### src/rtl/pfr_pkg.sv
// Package with the shared types and constants of the page frame replacement unit.
`timescale 1ns / 1ps

package pfr_pkg;

  localparam int unsigned FRAMES = 4;
  localparam int unsigned IDX_W = (FRAMES > 1) ? $clog2(FRAMES) : 1;
  localparam int unsigned PAGE_W = 16;
  localparam int unsigned CYCLE_W = 32;
  localparam int unsigned THR_W = 16;
  localparam int unsigned FIDX_W = 6;
  localparam int unsigned COUNT_W = 32;

  localparam logic [THR_W-1:0] THR_RESET = THR_W'(2);

  localparam logic OP_REF = 1'b0;
  localparam logic OP_CLEAR = 1'b1;

  typedef enum logic [1:0] {
    OUT_HIT = 2'd0,
    OUT_LOAD = 2'd1,
    OUT_REPLACE = 2'd2,
    OUT_CLEAR = 2'd3
  } outcome_e;

  typedef enum logic [1:0] {
    ST_IDLE,
    ST_SCAN,
    ST_DONE
  } state_e;

  typedef struct packed {
    logic [PAGE_W-1:0] page;
    logic [CYCLE_W-1:0] last_use;
  } frame_t;

  typedef struct packed {
    logic en;
    logic we;
    logic [IDX_W-1:0] addr;
    frame_t wdata;
  } mem_req_t;

  typedef struct packed {
    outcome_e outcome;
    logic [FIDX_W-1:0] frame_index;
    logic [PAGE_W-1:0] evicted_page;
    logic [COUNT_W-1:0] fault_total;
  } res_t;

endpackage

### src/rtl/pfr_if.sv
// Handshake interfaces for the request and result channels.
`timescale 1ns / 1ps

interface pfr_req_if
  import pfr_pkg::*;
();
  logic valid;
  logic ready;
  logic opcode;
  logic [PAGE_W-1:0] page_number;
  logic [CYCLE_W-1:0] cycle;

  modport source (output valid, output opcode, output page_number, output cycle,
                  input ready);
  modport sink (input valid, input opcode, input page_number, input cycle,
                output ready);
endinterface

interface pfr_rsp_if
  import pfr_pkg::*;
();
  logic valid;
  logic ready;
  outcome_e outcome;
  logic [FIDX_W-1:0] frame_index;
  logic [PAGE_W-1:0] evicted_page;
  logic [COUNT_W-1:0] fault_total;

  modport source (output valid, output outcome, output frame_index,
                  output evicted_page, output fault_total, input ready);
  modport sink (input valid, input outcome, input frame_index,
                input evicted_page, input fault_total, output ready);
endinterface

### src/rtl/page_frame_replacement_unit.sv
// Top level of the page frame replacement unit with the threshold register and result register.
// A clear item or a load into frame 0 goes from idle straight to the done state without a scan.
// A hit ends the scan at the frame that holds the page; a load ends it at the frame before the first empty one.
// A replacement scans all frames through the single-port frame table.
// One item is in progress at a time; the next can be accepted in the cycle after the result is registered.
// Reset empties all frames, clears the fault count and sets the age threshold to 2.
`timescale 1ns / 1ps

module page_frame_replacement_unit
  import pfr_pkg::*;
(
  input  logic             clk_i,
  input  logic             rst_ni,
  input  logic             cfg_we_i,
  input  logic [THR_W-1:0] cfg_wdata_i,
  pfr_req_if.sink          req_i,
  pfr_rsp_if.source        rsp_o
);

  logic [THR_W-1:0] thr_q;
  logic out_valid_q;
  res_t out_q;

  mem_req_t mem_req;
  frame_t mem_rdata;
  res_t res;
  logic res_valid;
  logic res_ready;

  assign res_ready = !out_valid_q || rsp_o.ready;

  always_ff @(posedge clk_i or negedge rst_ni) begin
    if (!rst_ni) begin
      thr_q <= THR_RESET;
      out_valid_q <= 1'b0;
    end else begin
      if (cfg_we_i) begin
        thr_q <= cfg_wdata_i;
      end
      if (res_ready) begin
        out_valid_q <= res_valid;
      end
    end
  end

  always_ff @(posedge clk_i) begin
    if (res_ready && res_valid) begin
      out_q <= res;
    end
  end

  pfr_ctrl u_ctrl (
    .clk_i       (clk_i),
    .rst_ni      (rst_ni),
    .req_i       (req_i),
    .thr_i       (thr_q),
    .mem_o       (mem_req),
    .rdata_i     (mem_rdata),
    .res_o       (res),
    .res_valid_o (res_valid),
    .res_ready_i (res_ready)
  );

  pfr_frame_mem u_mem (
    .clk_i   (clk_i),
    .req_i   (mem_req),
    .rdata_o (mem_rdata)
  );

  assign rsp_o.valid = out_valid_q;
  assign rsp_o.outcome = out_q.outcome;
  assign rsp_o.frame_index = out_q.frame_index;
  assign rsp_o.evicted_page = out_q.evicted_page;
  assign rsp_o.fault_total = out_q.fault_total;

endmodule

### src/rtl/pfr_frame_mem.sv
// Single-port frame table memory holding page ids and last-use times.
`timescale 1ns / 1ps

module pfr_frame_mem
  import pfr_pkg::*;
(
  input  logic     clk_i,
  input  mem_req_t req_i,
  output frame_t   rdata_o
);

  frame_t mem_q [FRAMES];
  frame_t rdata_q;

  always_ff @(posedge clk_i) begin
    if (req_i.en && req_i.we) begin
      mem_q[req_i.addr] <= req_i.wdata;
    end
    if (req_i.en && !req_i.we) begin
      rdata_q <= mem_q[req_i.addr];
    end
  end

  assign rdata_o = rdata_q;

endmodule

### src/rtl/pfr_ctrl.sv
// Scan sequencer that walks the frame table one frame per cycle and picks hit, fill or victim.
`timescale 1ns / 1ps

module pfr_ctrl
  import pfr_pkg::*;
(
  input  logic             clk_i,
  input  logic             rst_ni,
  pfr_req_if.sink          req_i,
  input  logic [THR_W-1:0] thr_i,
  output mem_req_t         mem_o,
  input  frame_t           rdata_i,
  output res_t             res_o,
  output logic             res_valid_o,
  input  logic             res_ready_i
);

  state_e state_q, state_d;
  logic [FRAMES-1:0] valid_q, valid_d;
  logic [FRAMES-1:0] refbit_q, refbit_d;
  logic [COUNT_W-1:0] fault_q, fault_d;
  logic [PAGE_W-1:0] page_q, page_d;
  logic [CYCLE_W-1:0] cyc_q, cyc_d;
  logic [IDX_W-1:0] idx_q, idx_d;
  logic have_stale_q, have_stale_d;
  logic [IDX_W-1:0] stale_idx_q, stale_idx_d;
  logic [CYCLE_W-1:0] stale_age_q, stale_age_d;
  logic [PAGE_W-1:0] stale_page_q, stale_page_d;
  logic [IDX_W-1:0] lru_idx_q, lru_idx_d;
  logic [CYCLE_W-1:0] lru_age_q, lru_age_d;
  logic [PAGE_W-1:0] lru_page_q, lru_page_d;
  res_t res_q, res_d;

  logic [CYCLE_W-1:0] age;
  logic match;
  logic stale_take;
  logic lru_take;
  logic last;
  logic [IDX_W-1:0] idx_next;

  assign age = cyc_q - rdata_i.last_use;
  assign match = (rdata_i.page == page_q);
  assign stale_take = (age > CYCLE_W'(thr_i)) && (!have_stale_q || (age > stale_age_q));
  assign lru_take = (idx_q == '0) || (age > lru_age_q);
  assign last = (idx_q == IDX_W'(FRAMES - 1));
  assign idx_next = idx_q + 1'b1;

  always_ff @(posedge clk_i or negedge rst_ni) begin
    if (!rst_ni) begin
      state_q <= ST_IDLE;
      valid_q <= '0;
      refbit_q <= '0;
      fault_q <= '0;
    end else begin
      state_q <= state_d;
      valid_q <= valid_d;
      refbit_q <= refbit_d;
      fault_q <= fault_d;
    end
  end

  always_ff @(posedge clk_i) begin
    page_q <= page_d;
    cyc_q <= cyc_d;
    idx_q <= idx_d;
    have_stale_q <= have_stale_d;
    stale_idx_q <= stale_idx_d;
    stale_age_q <= stale_age_d;
    stale_page_q <= stale_page_d;
    lru_idx_q <= lru_idx_d;
    lru_age_q <= lru_age_d;
    lru_page_q <= lru_page_d;
    res_q <= res_d;
  end

  always_comb begin
    state_d = state_q;
    valid_d = valid_q;
    refbit_d = refbit_q;
    fault_d = fault_q;
    page_d = page_q;
    cyc_d = cyc_q;
    idx_d = idx_q;
    have_stale_d = have_stale_q;
    stale_idx_d = stale_idx_q;
    stale_age_d = stale_age_q;
    stale_page_d = stale_page_q;
    lru_idx_d = lru_idx_q;
    lru_age_d = lru_age_q;
    lru_page_d = lru_page_q;
    res_d = res_q;
    mem_o.en = 1'b0;
    mem_o.we = 1'b0;
    mem_o.addr = idx_q;
    mem_o.wdata.page = page_q;
    mem_o.wdata.last_use = cyc_q;
    req_i.ready = (state_q == ST_IDLE);
    res_valid_o = (state_q == ST_DONE);

    unique case (state_q)
      ST_IDLE: begin
        if (req_i.valid) begin
          page_d = req_i.page_number;
          cyc_d = req_i.cycle;
          have_stale_d = 1'b0;
          res_d.evicted_page = '0;
          res_d.frame_index = '0;
          res_d.fault_total = fault_q;
          if (req_i.opcode == OP_CLEAR) begin
            refbit_d = '0;
            res_d.outcome = OUT_CLEAR;
            state_d = ST_DONE;
          end else if (!valid_q[0]) begin
            mem_o.en = 1'b1;
            mem_o.we = 1'b1;
            mem_o.addr = '0;
            mem_o.wdata.page = req_i.page_number;
            mem_o.wdata.last_use = req_i.cycle;
            valid_d[0] = 1'b1;
            refbit_d[0] = 1'b1;
            res_d.outcome = OUT_LOAD;
            state_d = ST_DONE;
          end else begin
            mem_o.en = 1'b1;
            mem_o.addr = '0;
            idx_d = '0;
            state_d = ST_SCAN;
          end
        end
      end
      ST_SCAN: begin
        res_d.evicted_page = '0;
        res_d.fault_total = fault_q;
        if (match) begin
          mem_o.en = 1'b1;
          mem_o.we = 1'b1;
          refbit_d[idx_q] = 1'b1;
          res_d.outcome = OUT_HIT;
          res_d.frame_index = FIDX_W'(idx_q);
          state_d = ST_DONE;
        end else begin
          if (stale_take) begin
            have_stale_d = 1'b1;
            stale_idx_d = idx_q;
            stale_age_d = age;
            stale_page_d = rdata_i.page;
          end
          if (lru_take) begin
            lru_idx_d = idx_q;
            lru_age_d = age;
            lru_page_d = rdata_i.page;
          end
          if (last) begin
            mem_o.en = 1'b1;
            mem_o.we = 1'b1;
            mem_o.addr = have_stale_d ? stale_idx_d : lru_idx_d;
            refbit_d[mem_o.addr] = 1'b1;
            fault_d = fault_q + 1'b1;
            res_d.outcome = OUT_REPLACE;
            res_d.frame_index = FIDX_W'(mem_o.addr);
            res_d.evicted_page = have_stale_d ? stale_page_d : lru_page_d;
            res_d.fault_total = fault_q + 1'b1;
            state_d = ST_DONE;
          end else if (!valid_q[idx_next]) begin
            mem_o.en = 1'b1;
            mem_o.we = 1'b1;
            mem_o.addr = idx_next;
            valid_d[idx_next] = 1'b1;
            refbit_d[idx_next] = 1'b1;
            res_d.outcome = OUT_LOAD;
            res_d.frame_index = FIDX_W'(idx_next);
            state_d = ST_DONE;
          end else begin
            mem_o.en = 1'b1;
            mem_o.addr = idx_next;
            idx_d = idx_next;
          end
        end
      end
      ST_DONE: begin
        if (res_ready_i) begin
          state_d = ST_IDLE;
        end
      end
      default: begin
        state_d = ST_IDLE;
      end
    endcase
  end

  assign res_o = res_q;

  a_fault_on_replace: assert property (@(posedge clk_i) disable iff (!rst_ni)
    (fault_q != $past(fault_q)) |-> (res_q.outcome == OUT_REPLACE))
    else $error("Fault count changed without a replacement.");

  a_read_valid_frame: assert property (@(posedge clk_i) disable iff (!rst_ni)
    (mem_o.en && !mem_o.we) |-> valid_q[mem_o.addr])
    else $error("Frame table read of an empty frame.");

  a_write_ends_item: assert property (@(posedge clk_i) disable iff (!rst_ni)
    (mem_o.en && mem_o.we) |=> (state_q == ST_DONE))
    else $error("Frame table write did not complete the item.");

  a_one_item_at_a_time: assert property (@(posedge clk_i) disable iff (!rst_ni)
    (req_i.valid && req_i.ready) |=> !req_i.ready)
    else $error("A second item was accepted while one was in progress.");

endmodule

### src/flat_wrapper.sv
// flat-port wrapper written by rule: the top's interface ports become plain ports
module page_frame_replacement_unit_flat import pfr_pkg::*;
  (clk_i, rst_ni, cfg_we_i, cfg_wdata_i, req_i_valid, req_i_opcode, req_i_page_number, req_i_cycle, req_i_ready, rsp_o_valid, rsp_o_outcome, rsp_o_frame_index, rsp_o_evicted_page, rsp_o_fault_total, rsp_o_ready);
  pfr_req_if req_i_i ();
  pfr_rsp_if rsp_o_i ();
  input  logic clk_i;
  input  logic rst_ni;
  input  logic cfg_we_i;
  input  logic [THR_W-1:0] cfg_wdata_i;
  input wire logic [$bits(req_i_i.valid)-1:0] req_i_valid;
  input wire logic [$bits(req_i_i.opcode)-1:0] req_i_opcode;
  input wire logic [$bits(req_i_i.page_number)-1:0] req_i_page_number;
  input wire logic [$bits(req_i_i.cycle)-1:0] req_i_cycle;
  output wire logic [$bits(req_i_i.ready)-1:0] req_i_ready;
  output wire logic [$bits(rsp_o_i.valid)-1:0] rsp_o_valid;
  output wire logic [$bits(rsp_o_i.outcome)-1:0] rsp_o_outcome;
  output wire logic [$bits(rsp_o_i.frame_index)-1:0] rsp_o_frame_index;
  output wire logic [$bits(rsp_o_i.evicted_page)-1:0] rsp_o_evicted_page;
  output wire logic [$bits(rsp_o_i.fault_total)-1:0] rsp_o_fault_total;
  input wire logic [$bits(rsp_o_i.ready)-1:0] rsp_o_ready;
  assign req_i_i.valid = req_i_valid;
  assign req_i_i.opcode = req_i_opcode;
  assign req_i_i.page_number = req_i_page_number;
  assign req_i_i.cycle = req_i_cycle;
  assign req_i_ready = req_i_i.ready;
  assign rsp_o_valid = rsp_o_i.valid;
  assign rsp_o_outcome = rsp_o_i.outcome;
  assign rsp_o_frame_index = rsp_o_i.frame_index;
  assign rsp_o_evicted_page = rsp_o_i.evicted_page;
  assign rsp_o_fault_total = rsp_o_i.fault_total;
  assign rsp_o_i.ready = rsp_o_ready;
  page_frame_replacement_unit u_core (.clk_i(clk_i), .rst_ni(rst_ni), .cfg_we_i(cfg_we_i), .cfg_wdata_i(cfg_wdata_i), .req_i(req_i_i), .rsp_o(rsp_o_i));
endmodule
### config.mk
export PLATFORM = sky130hd
export DESIGN_NAME = page_frame_replacement_unit_flat
export DESIGN_NICKNAME = d
export VERILOG_FILES = /design/src/rtl/pfr_pkg.sv /design/src/rtl/pfr_if.sv /design/src/rtl/page_frame_replacement_unit.sv /design/src/rtl/pfr_frame_mem.sv /design/src/rtl/pfr_ctrl.sv /design/src/flat_wrapper.sv
export SDC_FILE = /design/constraint.sdc
export NUM_CORES = 1
export LEC_CHECK = 0
export BUFFER_PORTS_ARGS = -buffer_cell sky130_fd_sc_hd__buf_2
export CORE_ASPECT_RATIO = 0.8
export CORE_UTILIZATION = 56
export DETAILED_ROUTE_END_ITERATION = 8
export GPL_ROUTABILITY_DRIVEN = 1
export MAX_ROUTING_LAYER = met4
export PLACE_DENSITY = 0.82
export REMOVE_ABC_BUFFERS = 1
export SLEW_MARGIN = 30
export SYNTH_ARGS = -nofsm -noshare
export SYNTH_HDL_FRONTEND = slang
export SYNTH_SLANG_ARGS = --single-unit
### constraint.sdc
create_clock -name clk_i -period 8.28 [get_ports clk_i]
set_input_delay 1.656 -clock clk_i [delete_from_list [all_inputs] [get_ports clk_i]]
set_output_delay 1.656 -clock clk_i [all_outputs]
set_load 0.005 [all_outputs]
==> flow_summary.json, run 1 <==
{
  "vias": 14900,
  "dpl.cell_count": 2508,
  "synthCells": 1805,
  "clock_path_buffers": 3,
  "cts-buffers-inserted": 52,
  "grtUsageTotal": 0.235,
  "synth_area_leaders": "edfxtp_1, mux2i_1, ha_1, dfrtp_1, mux2_2",
  "cp.depth": 23,
  "root_buffer": "clkbuf_16",
  "floorplan.initialDensity": 0.566,
  "fin_worst_skew_ps": 16.7,
  "hp-class": "reg2reg",
  "slowest_stage": "or4b_1",
  "endpoint": "u_core.u_mem.mem_q[3][13]$_DFFE_PP_",
  "cp_top_family": "compound AO/OA/AOI/OAI gates",
  "die_width_um": 239,
  "antenna_found_initial": 0,
  "dpl.hpwl_mm": 34.2,
  "r2r_slack_ps": 730,
  "p_leak_nw": 11.1,
  "outcome": "completed",
  "synth_area_per_cell_um2": 13.9,
  "ys_warn_count": 0,
  "synth_cell_types": 76,
  "end_kind": "register",
  "tritoncts": "done",
  "final_cells": 2607,
  "design.core.area_um2": 44400,
  "worstPathRequired_ps": 8510,
  "pre_cts_ws_ps": 803,
  "clock_sinks": 550,
  "dieHeight_um": 191,
  "rsz0062_at_grt": "false",
  "portBuffers": 123,
  "power.density_nw_per_um2": 421,
  "grt.overflow.total": 0,
  "synth.cell_area_um2": 25100,
  "reg2reg_to": "u_core.u_mem.mem_q[3][13]$_DFFE_PP_",
  "drc_errors": 0,
  "synth_edf_count": 495,
  "fin_nets": 2145,
  "min_period_ps": 7550,
  "wl_mm": 50.5,
  "setup_violations": 0,
  "synth_adder_area_share": 0.0576,
  "netlist.area_leader.share": 0.592,
  "startpoint_type": "register",
  "drv_slew": 0,
  "synth.most_common_cell": "edfxtp_1",
  "postCtsSetupBuffers": 0,
  "crit_path_frequent_cell": "nand2_1",
  "postCtsHoldBufs": 0,
  "dr.pass1.iters": 5,
  "clkTransAtPathRegs_ps": 60,
  "crit_type": "reg2reg",
  "antennaDiodeCount": 0,
  "gp_congestion": 0.906,
  "async_flop_share": 0.100,
  "synthMuxAreaShare": 0.0890,
  "synth-main-ff-cell": "edfxtp_1",
  "num_io_pins": 128,
  "grt_first_pass_wirelength_mm": 80.0,
  "fin_crit_sh": 0.912,
  "reg2regPathDepth": 23,
  "vias_per_cell": 5.71,
  "grt_pass1_vias": 14800,
  "wire_per_inst_um": 19.4,
  "yosysSeqAreaShare": 0.646,
  "startpoint": "u_core.u_ctrl.cyc_q[11]$_DFFE_PP_",
  "fin_tns_setup_ps": 0,
  "critPathArrivalTime_ps": 7780,
  "synth_top_family_by_area": "multiplexers",
  "drtIter0Drc": 1280,
  "grt_max_degree": 67,
  "drive_gt1_frac": 0.159,
  "ir_drop_v": 0.000236,
  "postCtsResizedCells": 0,
  "syn2layout_area_growth_pct": 12.6,
  "synthSimpleGateAreaFrac": 0.0760,
  "fmax_ghz": 0.132,
  "worstSkewPairLatency_ps": 600,
  "fin_ws_ps": 729,
  "synth_seq_cells": 550,
  "worst_pin_slew_ps": 967,
  "netlist_top_cells_count": "edfxtp_1, nand2_1, mux2i_1, inv_1, ha_1",
  "hold_viol": 0,
  "maxCapViolCount": 0,
  "row_count": 69,
  "path_cells": "ha_1 -> a21oi_2 -> o21ai_1 -> a22oi_1 -> a31o_1 -> nand2_1 -> nand3_1 -> nand2_1 -> a221oi_1 -> xnor2_1 -> ha_1 -> nand4_1 -> or4b_1 -> or4_1 -> o211ai_1 -> nand2_1 -> a31oi_1 -> a211o_1 -> o211a_1 -> a21o_4 -> o21ai_0 -> nor2b_4 -> buf_4",
  "dieArea_um2": 45700,
  "cpPeakStageDelay_ps": 600,
  "r2r-start": "u_core.u_ctrl.cyc_q[11]$_DFFE_PP_",
  "cts_htree_levels": 2,
  "ant_nets": 0,
  "crit_fanout": 36,
  "cp.buffers_inverters": 1,
  "synth_top_area_cell": "edfxtp_1",
  "synth_xor_area_frac": 0.0356,
  "synth_compound_area_frac": 0.0630,
  "slew_headroom": 0.355
}
-- flip-flops by register name, indices dropped and copies added, names as in the netlist, 32 cells and up --
name,count
u_core.u_ctrl.fault_q,32
u_core.u_ctrl.stale_age_q,32
u_core.u_ctrl.lru_age_q,32
u_core.u_ctrl.res_o,52
u_core.u_mem.rdata_o,48
u_core.rsp_o.fault_total,32
u_core.u_mem.mem_q,192
u_core.u_ctrl.cyc_q,32
-- placed cells by master, fill, tap and decap left out, types with 13 or more instances in the layout --
cell type  Yosys  final
mux2i_1      148    148
nor4_1        13     13
nor2_1        62     59
mux2_2        59     59
xor2_1        43     43
buf_4          7     26
clkbuf_16      0     53
buf_2         13    123
nand3_1       18     18
dfrtp_1       54     54
nor3_1        48     45
o21ai_0       48     48
ha_1         114    114
nand4_1       30     30
a21o_1        26     24
a21oi_1       59     59
o21a_1        13     13
edfxtp_1     495    495
inv_1        133    132
xnor2_1       59     59
o211ai_1      16     16
nand2_1      159    158
-- worst reg2reg max path, delay by kind of cell (launching register included) --
kind / cells / cell delay [ps]
simple gates: 8 / 1880
flops: 1 / 390
fa+ha+maj: 2 / 780
buf+inv: 1 / 520
compound gates: 11 / 3320
xor+xnor: 1 / 260
-- report_power, final --
part	leakage [nW]	internal, mW	switching [mW]
clock network	0.873	1.46	1.03
registers	5.30	4.18	0.293
logic	4.90	1.85	3.11
total	11.1	7.50	4.43
-- logic make-up after synthesis --
group / after synthesis
flops: 550
simple gates: 395
compound gates: 241
mux: 214
buf+inv: 187
fa+ha+maj: 115
xor+xnor: 102
other cells: 1
-- metal layers --
metal  GRT usage  up-vias  wire, µm
met1       0.327     7339     23100
li1            -     7042         -
met3      0.0293       77      2960
met4      0.0732        0      1240
met5           -        -         0
met2       0.362      439     23200
-- metrics by stage --
stage	total power, mW	utilization	hold WS (ps)	cell area (µm²)
3_5_place_dp	9.42	0.597	405	26500
2_1_floorplan	7.93	-	400	24800
6_report	11.9	0.638	417	28300
4_1_cts	12.0	0.638	418	28300
5_1_grt	12.7	0.638	421	28300
3_3_place_gp	9.20	0.597	401	26500
-- worst min-delay path by stage --
stage                                           from                                      to  cells past startpoint  slack (ps)
6_report            u_core.u_ctrl.res_o[5]$_DFFE_PP_   u_core.rsp_o.fault_total[5]$_DFFE_PP_                      0         420
5_1_grt             u_core.u_ctrl.res_o[8]$_DFFE_PP_   u_core.rsp_o.fault_total[8]$_DFFE_PP_                      0         420
4_1_cts             u_core.u_ctrl.res_o[5]$_DFFE_PP_   u_core.rsp_o.fault_total[5]$_DFFE_PP_                      0         420
3_5_place_dp       u_core.u_ctrl.res_o[29]$_DFFE_PP_  u_core.rsp_o.fault_total[29]$_DFFE_PP_                      0         400
3_3_place_gp       u_core.u_ctrl.res_o[30]$_DFFE_PP_  u_core.rsp_o.fault_total[30]$_DFFE_PP_                      0         400
2_1_floorplan  u_core.u_ctrl.res_o[32]$_SDFFCE_PP0P_  u_core.rsp_o.evicted_page[0]$_DFFE_PP_                      0         400
-- final cells by class --
type | count | area, µm²
Clock inverter | 32 | 387
Timing Repair Buffer | 152 | 856
Multi-Input combinational cell | 1071 | 8160
Inverter | 133 | 499
Clock buffer | 66 | 1410
Fill cell | 3288 | 16100
Tap cell | 603 | 754
Sequential cell | 550 | 16200
Note: power is estimated with default switching activity, not from simulation.
==> run 2, diff against run 1 <==
- CORE_UTILIZATION: 56 -> 57
- GPL_ROUTABILITY_DRIVEN: 1 -> unset
- MAX_ROUTING_LAYER: met4 -> unset
- PLACE_DENSITY: 0.82 -> 0.8
- clock period: 8.28 -> 9.13 ns (I/O delays scaled with it)
==> run 2 against run 1 <==
Sequential cell count unchanged; maximum frequency down 7.9%; critical path depth down 2; sequential share of layout area up 0.29 points.
==> flow_summary.json, run 2 (synthesized netlist as in run 1, its figures left out) <==
{
  "fmax_ghz": 0.122,
  "drive_gt1_frac": 0.158,
  "worst_pin_slew_ps": 1060,
  "r2r-start": "u_core.u_ctrl.cyc_q[9]$_DFFE_PP_",
  "setup_violations": 0,
  "hold_viol": 0,
  "cp_top_family": "compound AO/OA/AOI/OAI gates",
  "outcome": "completed",
  "pre_cts_ws_ps": 1040,
  "largest_reg_flops": 192,
  "antennaDiodeCount": 0,
  "fin_crit_sh": 0.898,
  "cp.buffers_inverters": 1,
  "fin_ws_ps": 933,
  "final_cells": 2559,
  "clkTransAtPathRegs_ps": 60,
  "drv_slew": 0,
  "mostFrequentLayoutCell": "edfxtp_1",
  "startpoint_type": "register",
  "postCtsResizedCells": 0,
  "p_leak_nw": 11.0,
  "worstSkewPairLatency_ps": 610,
  "postCtsHoldBufs": 0,
  "grt_max_degree": 57,
  "path_cells": "ha_1 -> nand2_1 -> a21o_1 -> a211oi_1 -> o211a_1 -> o211ai_1 -> a31oi_1 -> ha_1 -> nand4_1 -> or4_1 -> nor2_1 -> o32a_1 -> a31oi_1 -> o31ai_1 -> nand2_1 -> o21ai_0 -> o211a_1 -> a21o_4 -> o21ai_0 -> nor2_4 -> buf_4",
  "dieHeight_um": 190,
  "slowest_stage": "a31oi_1",
  "vias_per_cell": 5.82,
  "dpl.cell_count": 2459,
  "whs_ps": 418,
  "dpl.hpwl_mm": 34.4,
  "ant_nets": 0,
  "clock_path_buffers": 3,
  "dieArea_um2": 44900,
  "ir_drop_v": 0.000202,
  "wl_mm": 51.1,
  "cts-buffers-inserted": 53,
  "num_io_pins": 128,
  "crit_fanout": 44,
  "vias": 14900,
  "startpoint": "u_core.u_ctrl.cyc_q[9]$_DFFE_PP_",
  "critPathArrivalTime_ps": 8490,
  "fin_nets": 2140,
  "hp-start": "u_core.u_ctrl.res_o[47]$_SDFFCE_PP0P_",
  "slew_headroom": 0.287,
  "rsz0062_at_grt": "false",
  "maxCapViolCount": 0,
  "drc_errors": 0,
  "clock_sinks": 550,
  "grtUsageTotal": 0.232,
  "portBuffers": 123,
  "crit_type": "reg2reg",
  "power.density_nw_per_um2": 381,
  "design.core.area_um2": 43300,
  "syn2layout_area_growth_pct": 12.1,
  "postCtsSetupBuffers": 0,
  "tritoncts": "done",
  "floorplan.initialDensity": 0.580,
  "wire_per_inst_um": 20.0,
  "cts_htree_levels": 2,
  "antenna_found_initial": 0,
  "die_width_um": 237,
  "drtIter0Drc": 1419,
  "regMostFlops": "u_core.u_mem.mem_q",
  "grt_first_pass_wirelength_mm": 80.6,
  "grt.overflow.total": 0,
  "root_buffer": "clkbuf_16",
  "worstPathRequired_ps": 9420,
  "hp-class": "reg2reg",
  "gp_congestion": 0.892,
  "fin_worst_skew_ps": 10.1,
  "row_count": 68,
  "power.total_mw": 10.7,
  "final_cell_mix": "edfxtp_1, nand2_1, mux2i_1",
  "dr.pass1.iters": 7,
  "end_kind": "register",
  "min_period_ps": 8200,
  "cpPeakStageDelay_ps": 790,
  "grt_pass1_vias": 14800
}
==> run 2: metrics by stage <==
| stage | utilization | setup TNS [ps] | cell area [µm²] |
|---|---|---|---|
| 6_report | 0.650 | 0 | 28200 |
| 5_1_grt | 0.650 | 0 | 28200 |
| 4_1_cts | 0.650 | 0 | 28100 |
| 3_5_place_dp | 0.609 | 0 | 26400 |
| 3_3_place_gp | 0.609 | 0 | 26400 |
| 2_1_floorplan | - | -322340 | 24800 |
==> run 2: worst paths after layout <==
| check | to | depth (start not counted) | slack (ps) |
|---|---|---|---|
| max in group asynchronous | u_core.u_ctrl.fault_q[31]$_DFFE_PN0P_ | 2 | 7290 |
| worst min register to register | u_core.rsp_o.evicted_page[15]$_DFFE_PP_ | 0 | 420 |
| worst max register to register | u_core.u_mem.mem_q[1][29]$_DFFE_PP_ | 21 | 930 |
| worst max-delay path | u_core.u_mem.mem_q[1][29]$_DFFE_PP_ | 21 | 930 |
| min in group asynchronous | u_core.thr_q[4]$_DFFE_PN0P_ | 2 | 1340 |
| worst min-delay path | u_core.rsp_o.evicted_page[15]$_DFFE_PP_ | 0 | 420 |
==> run 2: area by class of cell <==
class	instances	area, µm²
Inverter	133	499
Tap cell	560	701
Sequential cell	550	16200
Timing Repair Buffer	146	796
Clock buffer	71	1470
Multi-Input combinational cell	1071	8160
Clock inverter	28	300
Fill cell	3044	15100
==> run 2: where the power goes <==
part	internal (mW)	total [mW]	switching, mW
registers	3.80	4.06	0.259
clock network	1.28	2.21	0.939
logic	1.63	4.46	2.83
==> run 2: per-layer routing <==
metal  up-vias  global-route usage  wire (µm)
li1       7017                   -          -
met1      7273               0.334      23100
met2       512               0.356      23200
met3        97              0.0399       3430
met4         0              0.0832       1420
met5         -                   0          0
==> run 3, diff against run 2 <==
- PLACE_DENSITY: 0.8 -> 0.81
==> run 3 against run 2 <==
Sequential share of layout area decreased by 0.069 points; non-clock buffer count decreased by 4; combinational power is 0.9% lower; routed wire length is 0.24% lower; clock-buffer cell count fell by 7; clock power is 2% higher; power barely moved; critical path depth grew 3; sequential power about the same; critical path type unchanged; clock skew is 12 ps higher.
==> flow_summary.json, run 3 (synthesized netlist as in run 1, its figures left out) <==
{
  "startpoint_type": "register",
  "setup_violations": 0,
  "regMostFlops": "u_core.u_mem.mem_q",
  "outcome": "completed",
  "fmax_ghz": 0.122,
  "reg2regPathDepth": 24,
  "drive_gt1_frac": 0.157,
  "hp-start": "u_core.u_ctrl.res_o[12]$_DFFE_PP_",
  "critPathArrivalTime_ps": 8410,
  "dpl.hpwl_mm": 34.9,
  "wire_per_inst_um": 20.0,
  "dpl.cell_count": 2456,
  "p_sw_frac": 0.372,
  "power.total_mw": 10.7,
  "grt_max_degree": 62,
  "crit_fanout": 39,
  "cts_htree_levels": 2,
  "mostFrequentLayoutCell": "edfxtp_1",
  "maxCapViolCount": 0,
  "design_area_um2": 28200,
  "vias_per_cell": 5.83,
  "grt_pass1_vias": 14700,
  "grt.overflow.total": 0,
  "worstSkewPairLatency_ps": 600,
  "design.core.area_um2": 43300,
  "startpoint": "u_core.u_ctrl.cyc_q[6]$_DFFE_PP_",
  "power.density_nw_per_um2": 381,
  "floorplan.initialDensity": 0.580,
  "switchingPower_mw": 3.99,
  "final_cell_mix": "edfxtp_1, nand2_1, mux2i_1",
  "ant_nets": 0,
  "postCtsResizedCells": 0,
  "syn2layout_area_growth_pct": 12.2,
  "antennaDiodeCount": 0,
  "tritoncts": "done",
  "final_cells": 2555,
  "end_kind": "register",
  "clkTransAtPathRegs_ps": 60,
  "dr.pass1.iters": 5,
  "grtUsageTotal": 0.230,
  "whs_path_depth": 0,
  "crit_type": "reg2reg",
  "drtIter0Drc": 1437,
  "power.combinational.fraction": 0.411,
  "clkPwrFrac": 0.210,
  "ir_drop_v": 0.000203,
  "cts-buffers-inserted": 53,
  "post_dp_cell_area_um2": 26400,
  "r2r-start": "u_core.u_ctrl.cyc_q[6]$_DFFE_PP_",
  "p_seq_frac": 0.379,
  "hold_viol": 0,
  "clock_sinks": 550,
  "die_width_um": 237,
  "hp-class": "reg2reg",
  "dieHeight_um": 190,
  "worstPathRequired_ps": 9360,
  "rsz0062_at_grt": "false",
  "postCtsHoldBufs": 0,
  "power.internal_mw": 6.75,
  "clock_path_buffers": 3,
  "slew_headroom": 0.317,
  "wl_mm": 51.0,
  "vias": 14900,
  "dieArea_um2": 44900,
  "p_leak_nw": 11.0,
  "fin_crit_sh": 0.895,
  "gp_congestion": 0.915,
  "fin_nets": 2136,
  "min_period_ps": 8170,
  "r2r_slack_ps": 960,
  "row_count": 68,
  "antenna_found_initial": 0,
  "worst_pin_slew_ps": 1020,
  "root_buffer": "clkbuf_16",
  "num_io_pins": 128,
  "portBuffers": 123,
  "fillers": 2981,
  "drv_slew": 0,
  "fin_worst_skew_ps": 22.3,
  "postCtsSetupBuffers": 0,
  "grt_first_pass_wirelength_mm": 80.5,
  "drc_errors": 0,
  "largest_reg_flops": 192
}
[run 3: worst paths after layout]
check | end
min | u_core.rsp_o.fault_total[12]$_DFFE_PP_
max in group asynchronous | u_core.u_ctrl.fault_q[2]$_DFFE_PN0P_
max reg2reg | u_core.u_mem.mem_q[3][39]$_DFFE_PP_
max | u_core.u_mem.mem_q[3][39]$_DFFE_PP_
min reg2reg | u_core.rsp_o.fault_total[12]$_DFFE_PP_
min in group asynchronous | u_core.thr_q[5]$_DFFE_PN0P_
[run 3: power by group through the flow]
stage	Sequential, mW	Combinational [mW]	Clock (mW)
after floorplan	4.05	3.15	0
after global placement	4.09	4.15	0
after detailed placement	4.12	4.35	0
after CTS	4.07	4.40	2.29
after global routing	4.13	4.89	2.40
final	4.07	4.42	2.25
[run 3: per-stage QoR]
| step | util | hold WS [ps] | worst slack (ps) | setup TNS, ps |
|---|---|---|---|---|
| 2_1_floorplan | - | 400 | -1860 | -322340 |
| 3_3_place_gp | 0.609 | 402 | 1250 | 0 |
| 3_5_place_dp | 0.609 | 405 | 1120 | 0 |
| 4_1_cts | 0.651 | 419 | 997 | 0 |
| 5_1_grt | 0.651 | 427 | 425 | 0 |
| 6_report | 0.651 | 418 | 957 | 0 |
[run 3: area by class of cell]
| class | instances | area, µm² | area share |
|---|---|---|---|
| clock inverters | 35 | 365 | 0.0130 |
| clock buffers | 64 | 1440 | 0.0511 |
| well taps | 560 | 701 | 0.0248 |
| repair buffers | 142 | 774 | 0.0275 |
| multi-input cells | 1071 | 8180 | 0.290 |
| inverters | 133 | 499 | 0.0177 |
| flip-flops and latches | 550 | 16200 | 0.576 |
[run 3: routing by layer]
layer	vias up	wire (µm)	track usage	share of wire
met1	7249	23000	0.334	0.45
met3	91	3810	0.0461	0.075
met5	-	0	0	0
li1	7017	-	-	-
met2	539	22900	0.351	0.45
met4	0	1290	0.0724	0.025
[run 3: critical path: stages (launching register included)]
cell,delay [ps]
edfxtp_1,420
ha_1,410
a21o_1,210
nor3_1,200
a21oi_1,150
a21o_1,200
a21oi_1,210
o21ai_0,170
nand3_1,140
nand2_1,70
xor2_1,640
ha_1,270
nand4_1,150
or4_1,600
a21oi_1,200
o32a_1,160
a31oi_1,50
o31ai_1,370
nand2_1,530
o21ai_0,360
o211a_1,180
a21o_4,530
o21ai_0,450
nor2b_4,540
buf_4,510
